### src/sv/tmp_pkg.sv
`default_nettype none

package tmp_pkg;

    // Fixed widths of the result fields and of the limits.
    localparam int ACC_W = 33;
    localparam int VEL_W = 33;
    localparam int POS_W = 48;
    localparam int LIM_W = 32;
    // Width of the saturated acceleration denominator.
    localparam int DEN_W = 64;

    // Run state of the profile.
    typedef enum logic [3:0] {
        PP_IDLE   = 4'b0001,
        PP_ACCEL  = 4'b0010,
        PP_CRUISE = 4'b0100,
        PP_DECEL  = 4'b1000
    } prof_t;

    // Phase code carried by a result word.
    typedef enum logic [1:0] {
        OUT_ACCEL  = 2'd0,
        OUT_CRUISE = 2'd1,
        OUT_DECEL  = 2'd2
    } out_phase_t;

    // Status of the head of the command queue.
    typedef struct packed {
        logic valid;
        logic tick;
    } cmd_ctl_t;

    // One result word.
    typedef struct packed {
        logic signed [ACC_W-1:0] step_accel;
        logic signed [VEL_W-1:0] velocity;
        logic signed [POS_W-1:0] position;
        out_phase_t              phase;
        logic                    last;
    } res_t;

endpackage

`default_nettype wire

### src/sv/tmp_front.sv
`default_nettype none

module tmp_front #(
    parameter int FRAC_BITS = 16,
    parameter int DIST_BITS = 32
) (
    input  wire logic                               clk,
    input  wire logic                               rst_n,
    input  wire logic                               push,
    output      logic                               full,
    input  wire logic                               action,
    input  wire logic signed [DIST_BITS-1:0]        distance,
    input  wire logic [tmp_pkg::LIM_W-1:0]          speed_limit,
    input  wire logic [tmp_pkg::LIM_W-1:0]          accel_limit,
    output      tmp_pkg::cmd_ctl_t                  cmd_ctl,
    output      logic                               cmd_neg,
    output      logic [((DIST_BITS+FRAC_BITS > 32) ? DIST_BITS+FRAC_BITS : 32)-1:0] cmd_dist,
    output      logic [tmp_pkg::LIM_W-1:0]          cmd_speed,
    output      logic [tmp_pkg::LIM_W-1:0]          cmd_accel,
    input  wire logic                               cmd_take
);

    localparam int DW    = DIST_BITS + FRAC_BITS;
    localparam int QW    = (DW > 32) ? DW : 32;
    localparam int DEPTH = 4;
    localparam int PW    = 2;
    localparam int CW    = 3;

    logic [DIST_BITS-1:0]      raw;
    logic [DIST_BITS-1:0]      mag;
    logic                      keep;
    logic                      wr_en;
    logic                      rd_en;

    logic                      q_tick_reg  [DEPTH];
    logic                      q_neg_reg   [DEPTH];
    logic [QW-1:0]             q_dist_reg  [DEPTH];
    logic [tmp_pkg::LIM_W-1:0] q_speed_reg [DEPTH];
    logic [tmp_pkg::LIM_W-1:0] q_accel_reg [DEPTH];

    logic [PW-1:0] wr_ptr_reg, wr_ptr_next;
    logic [PW-1:0] rd_ptr_reg, rd_ptr_next;
    logic [CW-1:0] cnt_reg, cnt_next;

    // A start with nothing to move is dropped here; it could never produce a sample.
    assign raw   = distance;
    assign mag   = raw[DIST_BITS-1] ? (~raw + 1'b1) : raw;
    assign keep  = action | ((|raw) & (|speed_limit) & (|accel_limit));
    assign full  = (cnt_reg == CW'(DEPTH));
    assign wr_en = push & ~full & keep;
    assign rd_en = cmd_take & (cnt_reg != '0);

    always_comb
    begin
        wr_ptr_next = wr_ptr_reg + PW'(wr_en);
        rd_ptr_next = rd_ptr_reg + PW'(rd_en);
        cnt_next    = cnt_reg + CW'(wr_en) - CW'(rd_en);
    end

    always_ff @(posedge clk or negedge rst_n)
    begin
        if (!rst_n)
        begin
            wr_ptr_reg <= '0;
            rd_ptr_reg <= '0;
            cnt_reg    <= '0;
        end
        else
        begin
            wr_ptr_reg <= wr_ptr_next;
            rd_ptr_reg <= rd_ptr_next;
            cnt_reg    <= cnt_next;
        end
    end

    always_ff @(posedge clk)
    begin
        if (wr_en)
        begin
            q_tick_reg[wr_ptr_reg]  <= action;
            q_neg_reg[wr_ptr_reg]   <= raw[DIST_BITS-1];
            q_dist_reg[wr_ptr_reg]  <= QW'({mag, {FRAC_BITS{1'b0}}});
            q_speed_reg[wr_ptr_reg] <= speed_limit;
            q_accel_reg[wr_ptr_reg] <= accel_limit;
        end
    end

    assign cmd_ctl.valid = (cnt_reg != '0);
    assign cmd_ctl.tick  = q_tick_reg[rd_ptr_reg];
    assign cmd_neg       = q_neg_reg[rd_ptr_reg];
    assign cmd_dist      = q_dist_reg[rd_ptr_reg];
    assign cmd_speed     = q_speed_reg[rd_ptr_reg];
    assign cmd_accel     = q_accel_reg[rd_ptr_reg];

endmodule

`default_nettype wire

### src/sv/tmp_div.sv
`default_nettype none

module tmp_div #(
    parameter int NW = 48,
    parameter int VW = 64
) (
    input  wire logic          clk,
    input  wire logic          rst_n,
    input  wire logic          start,
    input  wire logic [NW-1:0] dividend,
    input  wire logic [VW-1:0] divisor,
    output      logic          done,
    output      logic [NW-1:0] quot,
    output      logic [VW-1:0] rem
);

    localparam int CW = $clog2(NW + 1);

    logic [NW-1:0] quot_reg;
    logic [VW-1:0] rem_reg;
    logic [VW-1:0] dvs_reg;
    logic [CW-1:0] cnt_reg;
    logic          done_reg;
    logic [VW:0]   trial;
    logic [VW:0]   diff;
    logic          ge;

    // Restoring division, one quotient bit per cycle.
    assign trial = {rem_reg, quot_reg[NW-1]};
    assign diff  = trial - {1'b0, dvs_reg};
    assign ge    = (trial >= {1'b0, dvs_reg});

    always_ff @(posedge clk or negedge rst_n)
    begin
        if (!rst_n)
        begin
            cnt_reg  <= '0;
            done_reg <= 1'b0;
        end
        else
        begin
            done_reg <= (cnt_reg == CW'(1)) && !start;
            if (start)
                cnt_reg <= CW'(NW);
            else if (cnt_reg != '0)
                cnt_reg <= cnt_reg - 1'b1;
        end
    end

    always_ff @(posedge clk)
    begin
        if (start)
        begin
            quot_reg <= dividend;
            rem_reg  <= '0;
            dvs_reg  <= divisor;
        end
        else if (cnt_reg != '0)
        begin
            quot_reg <= {quot_reg[NW-2:0], ge};
            rem_reg  <= ge ? diff[VW-1:0] : trial[VW-1:0];
        end
    end

    assign done = done_reg;
    assign quot = quot_reg;
    assign rem  = rem_reg;

endmodule

`default_nettype wire

### src/sv/tmp_sqrt.sv
`default_nettype none

module tmp_sqrt #(
    parameter int TW = 24
) (
    input  wire logic            clk,
    input  wire logic            rst_n,
    input  wire logic            start,
    input  wire logic [2*TW-1:0] radicand,
    output      logic            done,
    output      logic [TW-1:0]   root,
    output      logic            exact
);

    localparam int XW = 2 * TW;
    localparam int CW = $clog2(TW + 1);

    logic [XW-1:0] rem_reg;
    logic [XW-1:0] root_reg;
    logic [XW-1:0] one_reg;
    logic [CW-1:0] cnt_reg;
    logic          done_reg;
    logic [XW:0]   sum;
    logic          ge;

    // Digit-by-digit square root, one result bit per cycle.
    assign sum = {1'b0, root_reg} + {1'b0, one_reg};
    assign ge  = ({1'b0, rem_reg} >= sum);

    always_ff @(posedge clk or negedge rst_n)
    begin
        if (!rst_n)
        begin
            cnt_reg  <= '0;
            done_reg <= 1'b0;
        end
        else
        begin
            done_reg <= (cnt_reg == CW'(1)) && !start;
            if (start)
                cnt_reg <= CW'(TW);
            else if (cnt_reg != '0)
                cnt_reg <= cnt_reg - 1'b1;
        end
    end

    always_ff @(posedge clk)
    begin
        if (start)
        begin
            rem_reg  <= radicand;
            root_reg <= '0;
            one_reg  <= XW'(1) << (XW - 2);
        end
        else if (cnt_reg != '0)
        begin
            if (ge)
            begin
                rem_reg  <= rem_reg - sum[XW-1:0];
                root_reg <= (root_reg >> 1) + one_reg;
            end
            else
            begin
                root_reg <= root_reg >> 1;
            end
            one_reg <= one_reg >> 2;
        end
    end

    assign done  = done_reg;
    assign root  = root_reg[TW-1:0];
    assign exact = (rem_reg == '0);

endmodule

`default_nettype wire

### src/sv/tmp_back.sv
`default_nettype none

module tmp_back #(
    parameter int FRAC_BITS = 16,
    parameter int DIST_BITS = 32
) (
    input  wire logic                      clk,
    input  wire logic                      rst_n,
    input  wire tmp_pkg::cmd_ctl_t         cmd_ctl,
    input  wire logic                      cmd_neg,
    input  wire logic [((DIST_BITS+FRAC_BITS > 32) ? DIST_BITS+FRAC_BITS : 32)-1:0] cmd_dist,
    input  wire logic [tmp_pkg::LIM_W-1:0] cmd_speed,
    input  wire logic [tmp_pkg::LIM_W-1:0] cmd_accel,
    output      logic                      cmd_take,
    output      logic                      res_empty,
    output      tmp_pkg::res_t             res_word,
    input  wire logic                      res_pop
);

    localparam int DW    = DIST_BITS + FRAC_BITS;
    localparam int QW    = (DW > 32) ? DW : 32;
    localparam int TW    = (DW + 1) / 2;
    localparam int XW    = 2 * TW;
    localparam int MCW   = (tmp_pkg::LIM_W + TW > QW + 1) ? tmp_pkg::LIM_W + TW : QW + 1;
    localparam int PRW0  = MCW + TW;
    localparam int PRW   = (PRW0 > tmp_pkg::DEN_W) ? PRW0 : tmp_pkg::DEN_W + 1;
    localparam int MCNTW = $clog2(TW + 1);
    localparam int AW    = tmp_pkg::ACC_W;
    localparam int VW    = tmp_pkg::VEL_W;
    localparam int PSW   = tmp_pkg::POS_W;
    localparam int LW    = tmp_pkg::LIM_W;
    localparam int NW    = tmp_pkg::DEN_W;

    typedef enum logic [8:0] {
        SQ_WAIT    = 9'b000000001,
        SQ_DIV_DA  = 9'b000000010,
        SQ_SQRT    = 9'b000000100,
        SQ_DIV_VA  = 9'b000001000,
        SQ_MUL_AT  = 9'b000010000,
        SQ_MUL_ATT = 9'b000100000,
        SQ_DIV_LV  = 9'b001000000,
        SQ_MUL_DEN = 9'b010000000,
        SQ_DIV_QA  = 9'b100000000
    } seq_t;

    seq_t            seq_reg, seq_next;
    tmp_pkg::prof_t  prof_reg, prof_next;

    // Planning registers.
    logic            neg_reg, neg_next;
    logic [QW-1:0]   d_reg, d_next;
    logic [LW-1:0]   v_reg, v_next;
    logic [LW-1:0]   a_reg, a_next;
    logic [TW-1:0]   t1_reg, t1_next;
    logic [TW-1:0]   tn_reg, tn_next;
    logic [QW-1:0]   t2_reg, t2_next;
    logic [NW-1:0]   den_reg, den_next;

    // Shift-add multiplier.
    logic [PRW-1:0]   mul_acc_reg;
    logic [PRW-1:0]   mul_mc_reg;
    logic [TW-1:0]    mul_mp_reg;
    logic [MCNTW-1:0] mul_cnt_reg;
    logic             mul_start;
    logic [PRW-1:0]   mul_mc_in;
    logic [TW-1:0]    mul_mp_in;

    // Running profile.
    logic [QW-1:0]          tick_cnt_reg, tick_cnt_next;
    logic [TW-1:0]          accel_ticks_reg, accel_ticks_next;
    logic [QW-1:0]          cruise_ticks_reg, cruise_ticks_next;
    logic signed [AW-1:0]   planned_reg, planned_next;
    logic signed [VW-1:0]   vel_reg, vel_next;
    logic signed [PSW-1:0]  pos_reg, pos_next;

    // Shared divider and the square root unit.
    logic            div_start;
    logic [QW-1:0]   div_nd;
    logic [NW-1:0]   div_dv;
    logic            div_done;
    logic [QW-1:0]   div_q;
    logic [NW-1:0]   div_r;
    logic            div_inexact;
    logic            sq_start;
    logic [XW-1:0]   sq_x;
    logic            sq_done;
    logic [TW-1:0]   sq_root;
    logic            sq_exact;

    // Tick datapath.
    logic signed [AW-1:0]  acc_cur;
    logic signed [VW:0]    vsum;
    logic signed [VW-1:0]  vel_new;
    logic signed [PSW:0]   psum;
    logic signed [PSW-1:0] pos_new;
    logic [QW-1:0]         tick_inc;
    logic [QW-1:0]         tick_after;
    tmp_pkg::prof_t        prof_after;
    logic                  is_last;
    tmp_pkg::out_phase_t   phase_cur;

    // Planning temporaries.
    logic [QW-1:0]   ceil_q;
    logic [QW-1:0]   left;
    logic [NW-1:0]   den_sat;
    logic            round_up;
    logic [QW:0]     qa;
    logic [LW-1:0]   qa_sat;
    logic signed [AW-1:0] qa_ext;

    // Result queue.
    tmp_pkg::res_t res_q_reg [2];
    tmp_pkg::res_t res_in;
    logic          res_push;
    logic          res_full;
    logic          res_rd;
    logic          res_wr_ptr_reg;
    logic          res_rd_ptr_reg;
    logic [1:0]    res_cnt_reg;

    tmp_div #(
        .NW (QW),
        .VW (NW)
    ) u_div (
        .clk      (clk),
        .rst_n    (rst_n),
        .start    (div_start),
        .dividend (div_nd),
        .divisor  (div_dv),
        .done     (div_done),
        .quot     (div_q),
        .rem      (div_r)
    );

    tmp_sqrt #(
        .TW (TW)
    ) u_sqrt (
        .clk      (clk),
        .rst_n    (rst_n),
        .start    (sq_start),
        .radicand (sq_x),
        .done     (sq_done),
        .root     (sq_root),
        .exact    (sq_exact)
    );

    assign div_inexact = (div_r != '0);
    assign ceil_q      = div_q + QW'(div_inexact);
    assign left        = d_reg - mul_acc_reg[QW-1:0];
    assign den_sat     = (|mul_acc_reg[PRW-1:NW]) ? '1 : mul_acc_reg[NW-1:0];
    assign round_up    = ({div_r, 1'b0} >= {1'b0, den_reg});
    assign qa          = {1'b0, div_q} + (QW+1)'(round_up);
    assign qa_sat      = (|qa[QW:LW]) ? '1 : qa[LW-1:0];
    assign qa_ext      = $signed({1'b0, qa_sat});

    // Acceleration, velocity and position of the next sample.
    always_comb
    begin
        unique case (prof_reg)
            tmp_pkg::PP_ACCEL:
            begin
                acc_cur   = planned_reg;
                phase_cur = tmp_pkg::OUT_ACCEL;
            end
            tmp_pkg::PP_CRUISE:
            begin
                acc_cur   = '0;
                phase_cur = tmp_pkg::OUT_CRUISE;
            end
            tmp_pkg::PP_DECEL:
            begin
                acc_cur   = -planned_reg;
                phase_cur = tmp_pkg::OUT_DECEL;
            end
            default:
            begin
                acc_cur   = '0;
                phase_cur = tmp_pkg::OUT_ACCEL;
            end
        endcase
    end

    always_comb
    begin
        vsum = (VW+1)'(vel_reg) + (VW+1)'(acc_cur);
        if (vsum[VW:VW-1] == 2'b01)
            vel_new = $signed({1'b0, {(VW-1){1'b1}}});
        else if (vsum[VW:VW-1] == 2'b10)
            vel_new = $signed({1'b1, {(VW-1){1'b0}}});
        else
            vel_new = vsum[VW-1:0];

        psum = (PSW+1)'(pos_reg) + (PSW+1)'(vel_new);
        if (psum[PSW:PSW-1] == 2'b01)
            pos_new = $signed({1'b0, {(PSW-1){1'b1}}});
        else if (psum[PSW:PSW-1] == 2'b10)
            pos_new = $signed({1'b1, {(PSW-1){1'b0}}});
        else
            pos_new = psum[PSW-1:0];
    end

    always_comb
    begin
        tick_inc   = tick_cnt_reg + 1'b1;
        tick_after = tick_inc;
        prof_after = prof_reg;
        is_last    = 1'b0;
        unique case (prof_reg)
            tmp_pkg::PP_ACCEL:
            begin
                if (tick_inc >= QW'(accel_ticks_reg))
                begin
                    prof_after = (cruise_ticks_reg != '0) ? tmp_pkg::PP_CRUISE
                                                          : tmp_pkg::PP_DECEL;
                    tick_after = '0;
                end
            end
            tmp_pkg::PP_CRUISE:
            begin
                if (tick_inc >= cruise_ticks_reg)
                begin
                    prof_after = tmp_pkg::PP_DECEL;
                    tick_after = '0;
                end
            end
            tmp_pkg::PP_DECEL:
            begin
                if (tick_inc >= QW'(accel_ticks_reg))
                begin
                    prof_after = tmp_pkg::PP_IDLE;
                    tick_after = '0;
                    is_last    = 1'b1;
                end
            end
            default:
            begin
                tick_after = tick_cnt_reg;
            end
        endcase
    end

    assign res_in.step_accel = acc_cur;
    assign res_in.velocity   = vel_new;
    assign res_in.position   = pos_new;
    assign res_in.phase      = phase_cur;
    assign res_in.last       = is_last;

    // Command sequencer: a tick steps the profile from the wait state, a start walks the planning steps.
    always_comb
    begin
        seq_next          = seq_reg;
        prof_next         = prof_reg;
        neg_next          = neg_reg;
        d_next            = d_reg;
        v_next            = v_reg;
        a_next            = a_reg;
        t1_next           = t1_reg;
        tn_next           = tn_reg;
        t2_next           = t2_reg;
        den_next          = den_reg;
        tick_cnt_next     = tick_cnt_reg;
        accel_ticks_next  = accel_ticks_reg;
        cruise_ticks_next = cruise_ticks_reg;
        planned_next      = planned_reg;
        vel_next          = vel_reg;
        pos_next          = pos_reg;
        cmd_take          = 1'b0;
        res_push          = 1'b0;
        div_start         = 1'b0;
        div_nd            = d_reg;
        div_dv            = NW'(a_reg);
        sq_start          = 1'b0;
        sq_x              = XW'(ceil_q);
        mul_start         = 1'b0;
        mul_mc_in         = '0;
        mul_mp_in         = '0;

        unique case (seq_reg)
            SQ_WAIT:
            begin
                if (cmd_ctl.valid)
                begin
                    if (cmd_ctl.tick)
                    begin
                        if (prof_reg == tmp_pkg::PP_IDLE)
                        begin
                            cmd_take = 1'b1;
                        end
                        else if (!res_full)
                        begin
                            cmd_take      = 1'b1;
                            res_push      = 1'b1;
                            vel_next      = vel_new;
                            pos_next      = pos_new;
                            tick_cnt_next = tick_after;
                            prof_next     = prof_after;
                        end
                    end
                    else
                    begin
                        cmd_take = 1'b1;
                        // A start that arrives during a move is dropped.
                        if (prof_reg == tmp_pkg::PP_IDLE)
                        begin
                            neg_next  = cmd_neg;
                            d_next    = cmd_dist;
                            v_next    = cmd_speed;
                            a_next    = cmd_accel;
                            div_start = 1'b1;
                            div_nd    = cmd_dist;
                            div_dv    = NW'(cmd_accel);
                            seq_next  = SQ_DIV_DA;
                        end
                    end
                end
            end
            SQ_DIV_DA:
            begin
                if (div_done)
                begin
                    sq_start = 1'b1;
                    sq_x     = XW'(ceil_q);
                    seq_next = SQ_SQRT;
                end
            end
            SQ_SQRT:
            begin
                if (sq_done)
                begin
                    t1_next   = sq_root + TW'(!sq_exact);
                    div_start = 1'b1;
                    div_nd    = QW'(v_reg);
                    div_dv    = NW'(a_reg);
                    seq_next  = SQ_DIV_VA;
                end
            end
            SQ_DIV_VA:
            begin
                if (div_done)
                begin
                    mul_start = 1'b1;
                    if (QW'(t1_reg) > div_q)
                    begin
                        // The speed limit cuts the ramp short.
                        t1_next = TW'(ceil_q);
                        if (ceil_q < QW'(t1_reg))
                        begin
                            tn_next   = TW'(ceil_q);
                            mul_mc_in = PRW'(a_reg);
                            mul_mp_in = TW'(ceil_q);
                            seq_next  = SQ_MUL_AT;
                        end
                        else
                        begin
                            t2_next   = '0;
                            mul_mc_in = PRW'(ceil_q);
                            mul_mp_in = TW'(ceil_q);
                            seq_next  = SQ_MUL_DEN;
                        end
                    end
                    else
                    begin
                        t2_next   = '0;
                        mul_mc_in = PRW'(t1_reg);
                        mul_mp_in = t1_reg;
                        seq_next  = SQ_MUL_DEN;
                    end
                end
            end
            SQ_MUL_AT:
            begin
                if (mul_cnt_reg == '0)
                begin
                    mul_start = 1'b1;
                    mul_mc_in = mul_acc_reg;
                    mul_mp_in = tn_reg;
                    seq_next  = SQ_MUL_ATT;
                end
            end
            SQ_MUL_ATT:
            begin
                if (mul_cnt_reg == '0)
                begin
                    div_start = 1'b1;
                    div_nd    = left;
                    div_dv    = NW'(v_reg);
                    seq_next  = SQ_DIV_LV;
                end
            end
            SQ_DIV_LV:
            begin
                if (div_done)
                begin
                    t2_next   = ceil_q;
                    mul_start = 1'b1;
                    mul_mc_in = PRW'(ceil_q) + PRW'(t1_reg);
                    mul_mp_in = t1_reg;
                    seq_next  = SQ_MUL_DEN;
                end
            end
            SQ_MUL_DEN:
            begin
                if (mul_cnt_reg == '0)
                begin
                    den_next  = den_sat;
                    div_start = 1'b1;
                    div_nd    = d_reg;
                    div_dv    = den_sat;
                    seq_next  = SQ_DIV_QA;
                end
            end
            SQ_DIV_QA:
            begin
                if (div_done)
                begin
                    planned_next      = neg_reg ? -qa_ext : qa_ext;
                    accel_ticks_next  = t1_reg;
                    cruise_ticks_next = t2_reg;
                    tick_cnt_next     = '0;
                    vel_next          = '0;
                    pos_next          = '0;
                    prof_next         = tmp_pkg::PP_ACCEL;
                    seq_next          = SQ_WAIT;
                end
            end
            default:
            begin
                seq_next = SQ_WAIT;
            end
        endcase
    end

    always_ff @(posedge clk or negedge rst_n)
    begin
        if (!rst_n)
        begin
            seq_reg        <= SQ_WAIT;
            prof_reg       <= tmp_pkg::PP_IDLE;
            mul_cnt_reg    <= '0;
            res_wr_ptr_reg <= 1'b0;
            res_rd_ptr_reg <= 1'b0;
            res_cnt_reg    <= '0;
        end
        else
        begin
            seq_reg  <= seq_next;
            prof_reg <= prof_next;
            if (mul_start)
                mul_cnt_reg <= MCNTW'(TW);
            else if (mul_cnt_reg != '0)
                mul_cnt_reg <= mul_cnt_reg - 1'b1;
            res_wr_ptr_reg <= res_wr_ptr_reg ^ res_push;
            res_rd_ptr_reg <= res_rd_ptr_reg ^ res_rd;
            res_cnt_reg    <= res_cnt_reg + 2'(res_push) - 2'(res_rd);
        end
    end

    always_ff @(posedge clk)
    begin
        neg_reg          <= neg_next;
        d_reg            <= d_next;
        v_reg            <= v_next;
        a_reg            <= a_next;
        t1_reg           <= t1_next;
        tn_reg           <= tn_next;
        t2_reg           <= t2_next;
        den_reg          <= den_next;
        tick_cnt_reg     <= tick_cnt_next;
        accel_ticks_reg  <= accel_ticks_next;
        cruise_ticks_reg <= cruise_ticks_next;
        planned_reg      <= planned_next;
        vel_reg          <= vel_next;
        pos_reg          <= pos_next;
        if (mul_start)
        begin
            mul_acc_reg <= '0;
            mul_mc_reg  <= mul_mc_in;
            mul_mp_reg  <= mul_mp_in;
        end
        else if (mul_cnt_reg != '0)
        begin
            if (mul_mp_reg[0])
                mul_acc_reg <= mul_acc_reg + mul_mc_reg;
            mul_mc_reg <= mul_mc_reg << 1;
            mul_mp_reg <= mul_mp_reg >> 1;
        end
        if (res_push)
            res_q_reg[res_wr_ptr_reg] <= res_in;
    end

    assign res_full  = (res_cnt_reg == 2'd2);
    assign res_empty = (res_cnt_reg == 2'd0);
    assign res_rd    = res_pop & ~res_empty;
    assign res_word  = res_q_reg[res_rd_ptr_reg];

    a_res_count: assert property (@(posedge clk) disable iff (!rst_n)
        res_cnt_reg <= 2'd2)
        else $error("result queue count out of range");

    a_plan_idle: assert property (@(posedge clk) disable iff (!rst_n)
        (seq_reg != SQ_WAIT) |-> (prof_reg == tmp_pkg::PP_IDLE))
        else $error("planning while a move runs");

    a_div_owner: assert property (@(posedge clk) disable iff (!rst_n)
        div_done |-> (seq_reg == SQ_DIV_DA || seq_reg == SQ_DIV_VA ||
                      seq_reg == SQ_DIV_LV || seq_reg == SQ_DIV_QA))
        else $error("divider finished outside a division step");

    a_sqrt_owner: assert property (@(posedge clk) disable iff (!rst_n)
        sq_done |-> (seq_reg == SQ_SQRT))
        else $error("square root finished outside its step");

    a_last_idle: assert property (@(posedge clk) disable iff (!rst_n)
        (res_push && res_in.last) |=> (prof_reg == tmp_pkg::PP_IDLE))
        else $error("profile still running after its last sample");

endmodule

`default_nettype wire

### src/sv/trapezoid_motion_profile.sv
// Trapezoidal motion profile generator.
// Input channel: a queue-style port (push/full). Each word is either a start
// (action low) carrying a signed distance and the speed and acceleration limits,
// or a tick (action high). Result channel: a queue-style port (empty/pop); each
// tick during a move yields one word with acceleration, velocity, position,
// phase and a flag on the final sample of the move.
// Commands sit in a four-word queue in front of the planning and stepping engine.
// A tick passes through the command queue and the result queue, both registered;
// ticks stream at one per cycle while results are taken and no start is planned.
// A start runs up to four serial divisions of QW-bit dividends, with
// QW = max(DIST_BITS+FRAC_BITS, 32), a square root and up to three shift-add
// multiplies by TW-bit multipliers, with TW = (DIST_BITS+FRAC_BITS+1)/2; the
// shared divider dominates. Ticks queued behind a start wait.
// A start during a move, and a start with zero distance, speed or acceleration,
// is dropped; a tick with no move running yields nothing.
// Reset empties both queues and leaves the generator idle.
// When the receiver stops popping, the two-word result queue fills, the engine
// holds the next tick, and the command queue then raises full.
`default_nettype none

module trapezoid_motion_profile #(
    parameter int FRAC_BITS = 16,
    parameter int DIST_BITS = 32
) (
    input  wire logic                              clk,
    input  wire logic                              rst_n,
    input  wire logic                              push,
    output      logic                              full,
    input  wire logic                              action,
    input  wire logic signed [DIST_BITS-1:0]       distance,
    input  wire logic [tmp_pkg::LIM_W-1:0]         speed_limit,
    input  wire logic [tmp_pkg::LIM_W-1:0]         accel_limit,
    output      logic                              empty,
    input  wire logic                              pop,
    output      logic signed [tmp_pkg::ACC_W-1:0]  step_accel,
    output      logic signed [tmp_pkg::VEL_W-1:0]  velocity,
    output      logic signed [tmp_pkg::POS_W-1:0]  position,
    output      logic [1:0]                        phase,
    output      logic                              last
);

    localparam int DW = DIST_BITS + FRAC_BITS;
    localparam int QW = (DW > 32) ? DW : 32;

    tmp_pkg::cmd_ctl_t         cmd_ctl;
    logic                      cmd_neg;
    logic [QW-1:0]             cmd_dist;
    logic [tmp_pkg::LIM_W-1:0] cmd_speed;
    logic [tmp_pkg::LIM_W-1:0] cmd_accel;
    logic                      cmd_take;
    tmp_pkg::res_t             res_word;

    // Front end: takes command words and screens out starts that cannot move.
    tmp_front #(
        .FRAC_BITS (FRAC_BITS),
        .DIST_BITS (DIST_BITS)
    ) u_front (
        .clk         (clk),
        .rst_n       (rst_n),
        .push        (push),
        .full        (full),
        .action      (action),
        .distance    (distance),
        .speed_limit (speed_limit),
        .accel_limit (accel_limit),
        .cmd_ctl     (cmd_ctl),
        .cmd_neg     (cmd_neg),
        .cmd_dist    (cmd_dist),
        .cmd_speed   (cmd_speed),
        .cmd_accel   (cmd_accel),
        .cmd_take    (cmd_take)
    );

    // Back end: plans each move and steps the profile one tick at a time.
    tmp_back #(
        .FRAC_BITS (FRAC_BITS),
        .DIST_BITS (DIST_BITS)
    ) u_back (
        .clk       (clk),
        .rst_n     (rst_n),
        .cmd_ctl   (cmd_ctl),
        .cmd_neg   (cmd_neg),
        .cmd_dist  (cmd_dist),
        .cmd_speed (cmd_speed),
        .cmd_accel (cmd_accel),
        .cmd_take  (cmd_take),
        .res_empty (empty),
        .res_word  (res_word),
        .res_pop   (pop)
    );

    assign step_accel = res_word.step_accel;
    assign velocity   = res_word.velocity;
    assign position   = res_word.position;
    assign phase      = res_word.phase;
    assign last       = res_word.last;

endmodule

`default_nettype wire

### config.mk
export PLATFORM = sky130hd
export DESIGN_NAME = trapezoid_motion_profile
export DESIGN_NICKNAME = d
export VERILOG_FILES = /design/src/sv/tmp_pkg.sv /design/src/sv/tmp_front.sv /design/src/sv/tmp_div.sv /design/src/sv/tmp_sqrt.sv /design/src/sv/tmp_back.sv /design/src/sv/trapezoid_motion_profile.sv
export SDC_FILE = /design/constraint.sdc
export NUM_CORES = 2
export LEC_CHECK = 0
export BUFFER_PORTS_ARGS = -buffer_cell sky130_fd_sc_hd__buf_4
export CORE_UTILIZATION = 27
export CTS_CLUSTER_DIAMETER = 30
export DETAILED_ROUTE_END_ITERATION = 10
export PLACE_DENSITY = 0.45
export SKIP_CTS_REPAIR_TIMING = 1
export SLEW_MARGIN = 15
export SYNTH_ARGS = -nofsm -noshare
export SYNTH_HDL_FRONTEND = slang
export SYNTH_SLANG_ARGS = --single-unit
### constraint.sdc
create_clock -name clk -period 12.4 [get_ports clk]
set_input_delay 2.48 -clock clk [delete_from_list [all_inputs] [get_ports clk]]
set_output_delay 2.48 -clock clk [all_outputs]
set_load 0.05 [all_outputs]
Word level (Yosys, flattened, before mapping)
Memory sizes are Yosys's and may differ from the RTL's. A register that Yosys moved wholly into a read port is not among the register bits.
Cells that the tools add are included.
{ "op_classes": {"magnitude_cmp": 7, "n_mux": 127, "n_addsub": 25, "n_eq_ne": 41, "reduce_logical": 41, "bitwise": 13} }
{ "ops": {"columns": ["cell", "n"], "rows": [
  ["$mux 48", 30],
  ["$mux 80", 5],
  ["$pmux 48 s2", 4],
  ["$mux 64", 5],
  ["$pmux 80 s3", 1],
  ["$mux 33", 7],
  ["$mux 24", 8],
  ["$pmux 64 s3", 1],
  ["$mux 32", 5],
  ["$pmux 48 s3", 1],
  ["$pmux 33 s2", 2],
  ["$ge 65x64->1", 2],
  ["$mux 9", 11],
  ["$reduce_or 32->1", 3],
  ["$sub 48x48->48", 2],
  ["$pmux 9 s9", 1],
  ["$add 80x80->80", 1],
  ["$pmux 24 s3", 1],
  ["$reduce_bool 64->1", 1],
  ["$sub 64x64->64", 1],
  ["$add 48x1->49", 1],
  ["$add 48x24->49", 1],
  ["$add 48x33->49", 1],
  ["$add 48x47->49", 1],
  ["78 further kinds", 158]
]} }
{ "word_totals": {"ram_bits": 626, "in_bits": 101, "wordCells": 295, "memories": 6, "ff_bits": 996, "output_inout_bits": 119} }
{ "mem_list": {"columns": ["memory", "depth", "width", "rd", "rd_ports_with_merged_regs", "write_ports", "line", "source"], "rows": [
  ["u_back.res_q_reg", 2, 117, 1, 0, 1, "tmp_back.sv:112", "tmp_pkg::res_t res_q_reg [2];"],
  ["u_front.q_accel_reg", 4, 32, 1, 0, 1, "tmp_front.sv:39", "logic [tmp_pkg::LIM_W-1:0] q_accel_reg [DEPTH];"],
  ["u_front.q_dist_reg", 4, 32, 1, 0, 1, "tmp_front.sv:37", "logic [QW-1:0] q_dist_reg [DEPTH];"],
  ["u_front.q_speed_reg", 4, 32, 1, 1, 1, "tmp_front.sv:38", "logic [tmp_pkg::LIM_W-1:0] q_speed_reg [DEPTH];"],
  ["u_front.q_neg_reg", 4, 1, 1, 1, 1, "tmp_front.sv:36", "logic q_neg_reg [DEPTH];"],
  ["u_front.q_tick_reg", 4, 1, 1, 0, 1, "tmp_front.sv:35", "logic q_tick_reg [DEPTH];"]
]} }

Longest topological paths before layout
{ "depth": {"ltp_word": 15, "ltp_mapped": 45} }

By module
Synthesis repeated with hierarchy kept, for this count alone.
{ "hier_totals": {"cells_unflattened": 9594, "area_unflattened_um2": 100077.2} }
{ "by_module_without_submodules": {"columns": ["mod", "seq_area_each_um2", "cells_each", "n_inst", "area_per_inst_um2"], "rows": [
  ["tmp_back", 27528.9, 6183, 1, 61353.8],
  ["tmp_front", 11946.5, 683, 1, 15437.3],
  ["tmp_sqrt", 3032.9, 1528, 1, 12042.8],
  ["tmp_div", 4819.6, 1200, 1, 11243.3]
]} }

Worst setup path after synthesis
No wires, ideal clock.
{ "synth_timing": {"path_type": "input to register", "startpoint": "input distance[0]", "endpoint": "memory u_front.q_accel_reg[1][0] (netlist name), enable pin", "setup_ps": 695, "n_path_buf": 0, "required_time_ps": 11705, "cell_stages": 12, "arrival_time_ps": 10881, "slack_ps": 823, "cell_sequence": "inv_1 ha_1 nand2_1 or3_1 nand2b_1 or4_1 or4_1 or4_1 nor3b_1 nor2_1 o21ai_0 nor3b_1"} }
{ "synth_between": {"elab_chain_len": 7} }
{ "synth_rtl": {"columns": ["element", "line", "source"], "rows": [
  ["start: declaration", "trapezoid_motion_profile.sv:30", "input wire logic signed [DIST_BITS-1:0] distance,"],
  ["$reduce_or 32->1", "tmp_front.sv:48", "assign keep = action | ((|raw) & (|speed_limit) & (|accel_limit));"],
  ["$and 1x1->1 (2 in a row)", "tmp_front.sv:48", null],
  ["$or 1x1->1", "tmp_front.sv:48", null],
  ["$and 1x1->1", "tmp_front.sv:50", "assign wr_en = push & ~full & keep;"],
  ["$mux 1", "tmp_front.sv:78", "if (wr_en)"],
  ["$mux 1 (implied by the code)", "tmp_front.sv:84", "q_accel_reg[wr_ptr_reg] <= accel_limit;"],
  ["end: declaration", "tmp_front.sv:39", null]
]} }
Every way passes these cells.

Worst setup path after layout
{ "layout_timing": {"startpoint": "register u_back.planned_reg[1]", "endpoint": "register u_back.pos_reg[12], data pin"} }
{ "layout_between": {"elab_chain_len": 15} }
{ "layout_rtl": {"columns": ["element", "line", "source"], "rows": [
  ["start: declaration", "tmp_back.sv:72", "logic signed [AW-1:0] planned_reg, planned_next;"],
  ["start signal: assignment", "tmp_back.sv:471", "planned_reg <= planned_next;"],
  ["$neg 33->33 *", "tmp_back.sv:172", "acc_cur = -planned_reg;"],
  ["$pmux 33 s2 *", "tmp_back.sv:159", "unique case (prof_reg)"],
  ["named net u_back.acc_cur[29]", "tmp_back.sv:91", "logic signed [AW-1:0] acc_cur;"],
  ["$add 33x33->34 *", "tmp_back.sv:185", "vsum = (VW+1)'(vel_reg) + (VW+1)'(acc_cur);"],
  ["$eq 2x2->1", "tmp_back.sv:188", "else if (vsum[VW:VW-1] == 2'b10)"],
  ["$mux 33", "tmp_back.sv:188", null],
  ["$mux 33 *", "tmp_back.sv:186", "if (vsum[VW:VW-1] == 2'b01)"],
  ["named net u_back.vel_new[0]", "tmp_back.sv:93", "logic signed [VW-1:0] vel_new;"],
  ["[2 not listed]", null, null],
  ["$mux 48", "tmp_back.sv:196", "else if (psum[PSW:PSW-1] == 2'b10)"],
  ["$mux 48 *", "tmp_back.sv:194", "if (psum[PSW:PSW-1] == 2'b01)"],
  ["named net u_back.pos_new[12]", "tmp_back.sv:95", "logic signed [PSW-1:0] pos_new;"],
  ["$mux 48 *", "tmp_back.sv:289", "else if (!res_full)"],
  ["$mux 48 *", "tmp_back.sv:285", "if (prof_reg == tmp_pkg::PP_IDLE)"],
  ["$mux 48 *", "tmp_back.sv:283", "if (cmd_ctl.tick)"],
  ["$mux 48 *", "tmp_back.sv:281", "if (cmd_ctl.valid)"],
  ["$pmux 48 s2 *", "tmp_back.sv:278", "unique case (seq_reg)"],
  ["end signal: assignment", "tmp_back.sv:473", "pos_reg <= pos_next;"],
  ["end: declaration", "tmp_back.sv:74", "logic signed [PSW-1:0] pos_reg, pos_next;"]
]} }
Mark *: on every way through the listed nets, which the timed path passes. The rest lies on a longest branch. The select of a mux whose other input is x is not followed.
A chain may end at the register's enable or synchronous reset.

==> impl_results.md <==
- Outcome: finished clean
- P_leak: about 46 nW
- Initial antenna violation count: 8
- Main synth FF type: edfxtp_1
- Post-Syn Instances: between 9k and 10k
- TritonCTS Buffers: 425
- IR drop worst, VDD: 0.234 mV
- Top cells by count, synth: 1397 x edfxtp_1, 790 x a21oi_1, 751 x nor2_1, 692 x nand2_1, 606 x ha_1
- Remaining DRCs: 0
- Slew margin rel.: 21.0%
- Worst Skew: 73.4 ps
- FP Rows: 220
- Placed Area: approximately 100000 um^2
- Detailed Route WL: 348 mm
- Synthesized area: 97300 um^2
- Register area share after synthesis: roughly half
- Slowest Stage Delay on Critical Path: just under 600 ps
- Fill cells: 36.3k
- Worst EP required: 13180 ps
- RSZ-0062 raised after global routing: false
- Cell mode on critical path: or3_4
- GR Layer Usage met2: 30.2%
- Post-synthesis register bit count: 1655
- Max-slew violations: 0
- Longest Clk Path Bufs: 4
- Fin. Hold Viols: 0
- Clock tree root buffer cell: clkbuf_16
- Setup TNS: 0 ps
- I/O Pins: 220
- Final Instance Area: 120000 um^2
- Grt ovf: 0
- Startpoint type of the worst setup path: register
- FF-to-FF End: u_back.pos_reg[12]
- Vias/cell: roughly 5
- Max Cap Viol: 0
- Max frequency: 87.6 MHz
- Worst Tran Pin Value: 1160 ps
- CTS sink cnt: 1655
- CTS tree: built
- Post-DP HPWL: 256 mm
- 1st-pass router iterations: 6
- Sequential cell area: 47300 um^2
- R2r startpoint: u_back.planned_reg[1]
- Most frequent cell after synthesis: edfxtp_1
- Vias post-DR: 76.0k
- Die ar.: ~360000 um^2
- Asr flop ratio synth: approximately 2.5%
- Pin count of the biggest net entering global routing: 82
- Post-route ant nets: 0
- Synth top area share: 43.1%
- Cell count of the worst reg-to-reg path: 37
- Fin crit period: between 10000 and 15000 ps
- Worst-Skew Late Latency: around 960 ps
- Hold Path Origin: u_back.t2_reg[20]
- Final net count: ~10k
- Worst setup EP type: register
- Avg Cell Area, Syn: 10.4 um^2
- Met3 usage: under 10%
- Pwr/cell area: 219 nW/um^2
- Mapped Nets: 10.0k
- Number of synthesized flops with an enable pin: 1397
- HP Class: register to register
- Reg2Reg Setup Slack: between 900 and 1000 ps
- Die Width: 602 um
- Synthesis-to-layout area growth: 23.1%
- Layout cells sized above 1: 15.1%
- Core area: 359000 um^2
- Buffers added on ports: ~220
- DR WL/cell: 23.5 um
- Worst hold path endpoint: u_back.cruise_ticks_reg[20]
- Top post-synthesis cells by area: edfxtp_1 43%, ha_1 7.8%, dfxtp_1 4.4%
- Met1 GRT Util: 25.0%
- Final GP Congestion: 0.903
- Multi-input combinational cell area: 46800 um^2
- Slowest cell on crit path: or4_4
- Layer with the highest usage: met2
- H-tree depth: 5
- Max reg flops: 234
- Vias in the first global route: 75.3k
- Clk slew on worst S/H paths: 50 ps
- Unique masters post-synth: 91
- GRT Resource Usage Total: 18.5%
- Crit-path max FO: 34
- Die height: 602 um
- Min-Delay Path Depth: 0
- DR iter-0 viols: 6030
- Largest area contributor in the synthesized netlist: edfxtp_1
- Crit Path Category: register to register
- Worst endpoint data arrival time: about 12000 ps
- Worst Hold Slack: about 400 ps
- Final period util: 92.0%
- Initial core utilization: 27.1%
- Final setup viols: 0
- Synth Warn #: 0
- First-pass GRT wire length: 508 mm
-- critical path: cells and delay by family, from the launching register on --
family	cells	cell delay, ps
and+or+nand+nor	19	5970
AOI/OAI and AO/OA	13	3530
adders and majority gates	3	840
buffers and inverters	2	530
DFF	1	420
-- cells by family (layout without fill, tap and decap cells) --
family | after synthesis | count (layout) | share of synthesized area (%)
AO/OA/AOI/OAI | 2460 | 2460 | 15.9
buffers and inverters | 938 | 1668 | 3.66
flip-flops | 1655 | 1655 | 48.6
other | 0 | 2 | 0
AND/OR/NAND/NOR | 2721 | 2721 | 13.7
multiplexers | 317 | 317 | 4.72
adder cells (fa/ha/maj) | 625 | 625 | 8.07
XOR/XNOR | 599 | 599 | 5.39
-- worst max-delay path by stage --
stage	start	to	slack (ps)	depth (start not counted)
finish	u_back.planned_reg[1]	u_back.pos_reg[12]	990	37
global route	u_back.planned_reg[1]	u_back.pos_reg[12]	30	38
CTS	u_back.planned_reg[1]	u_back.pos_reg[12]	880	37
detailed placement	u_back.planned_reg[1]	u_back.pos_reg[12]	900	37
global placement	u_back.planned_reg[1]	u_back.pos_reg[12]	1000	37
floorplan	distance[0]	u_front.q_accel_reg[1][0]	820	12
-- layer usage --
metal	part of all wire (%)	vias up	wire length (um)
met3	5.1	503	17700
met5	0.015	-	53
li1	-	35500	-
met2	46	2241	161000
met1	45	37700	158000
met4	3.4	4	11700
-- area by class of cell --
| type | instances | share of cell area, % |
|---|---|---|
| tap | 4773 | 4.99 |
| clock inverter | 304 | 3.11 |
| multi-input combinational | 6722 | 39.1 |
| antenna | 2 | 0.00418 |
| timing repair buffer | 389 | 2.44 |
| sequential | 1655 | 39.5 |
| inverter | 479 | 1.51 |
| clock buffer | 496 | 9.33 |
-- stage by stage --
step	total power [W]	std cells	worst slack, ps	utilization (%)
2_1_floorplan	0.0126	9315	823	-
3_3_place_gp	0.0149	14000	996	29.2
3_5_place_dp	0.0151	14000	902	29.2
4_1_cts	0.0266	14800	884	33.4
5_1_grt	0.0274	14800	30.1	33.4
6_report	0.0263	14800	987	33.4
-- placed cells by master, fill, tap and decap left out, types with 74 or more instances in the layout --
cell,synthesis,layout
o21ai_0,573,571
o21bai_1,74,74
buf_4,0,389
nand3_1,160,159
dfxtp_1,216,216
a21oi_1,790,789
and3_1,103,101
a21o_1,266,265
and2_1,106,103
nor4_1,111,108
nor3_1,134,124
xnor2_1,387,374
xor2_1,212,210
mux2_2,157,157
nand2b_1,125,125
nor2_1,751,744
edfxtp_1,1397,1397
nand2_1,692,684
mux4_2,98,98
inv_1,475,473
nand4_1,161,161
ha_1,606,604
clkinv_2,0,74
clkbuf_16,0,432
a31oi_1,106,106
a211oi_1,76,75
nor2b_1,152,152
-- power by group --
group / switching, W / internal [W] / total, W / leakage [nW]
sequential: 0.000328 / 0.00759 / 0.00792 / 14.3
combinational: 0.00464 / 0.00234 / 0.00698 / 24.8
clock: 0.00359 / 0.00779 / 0.0114 / 7.11
(Power assumes the default switching activity.)
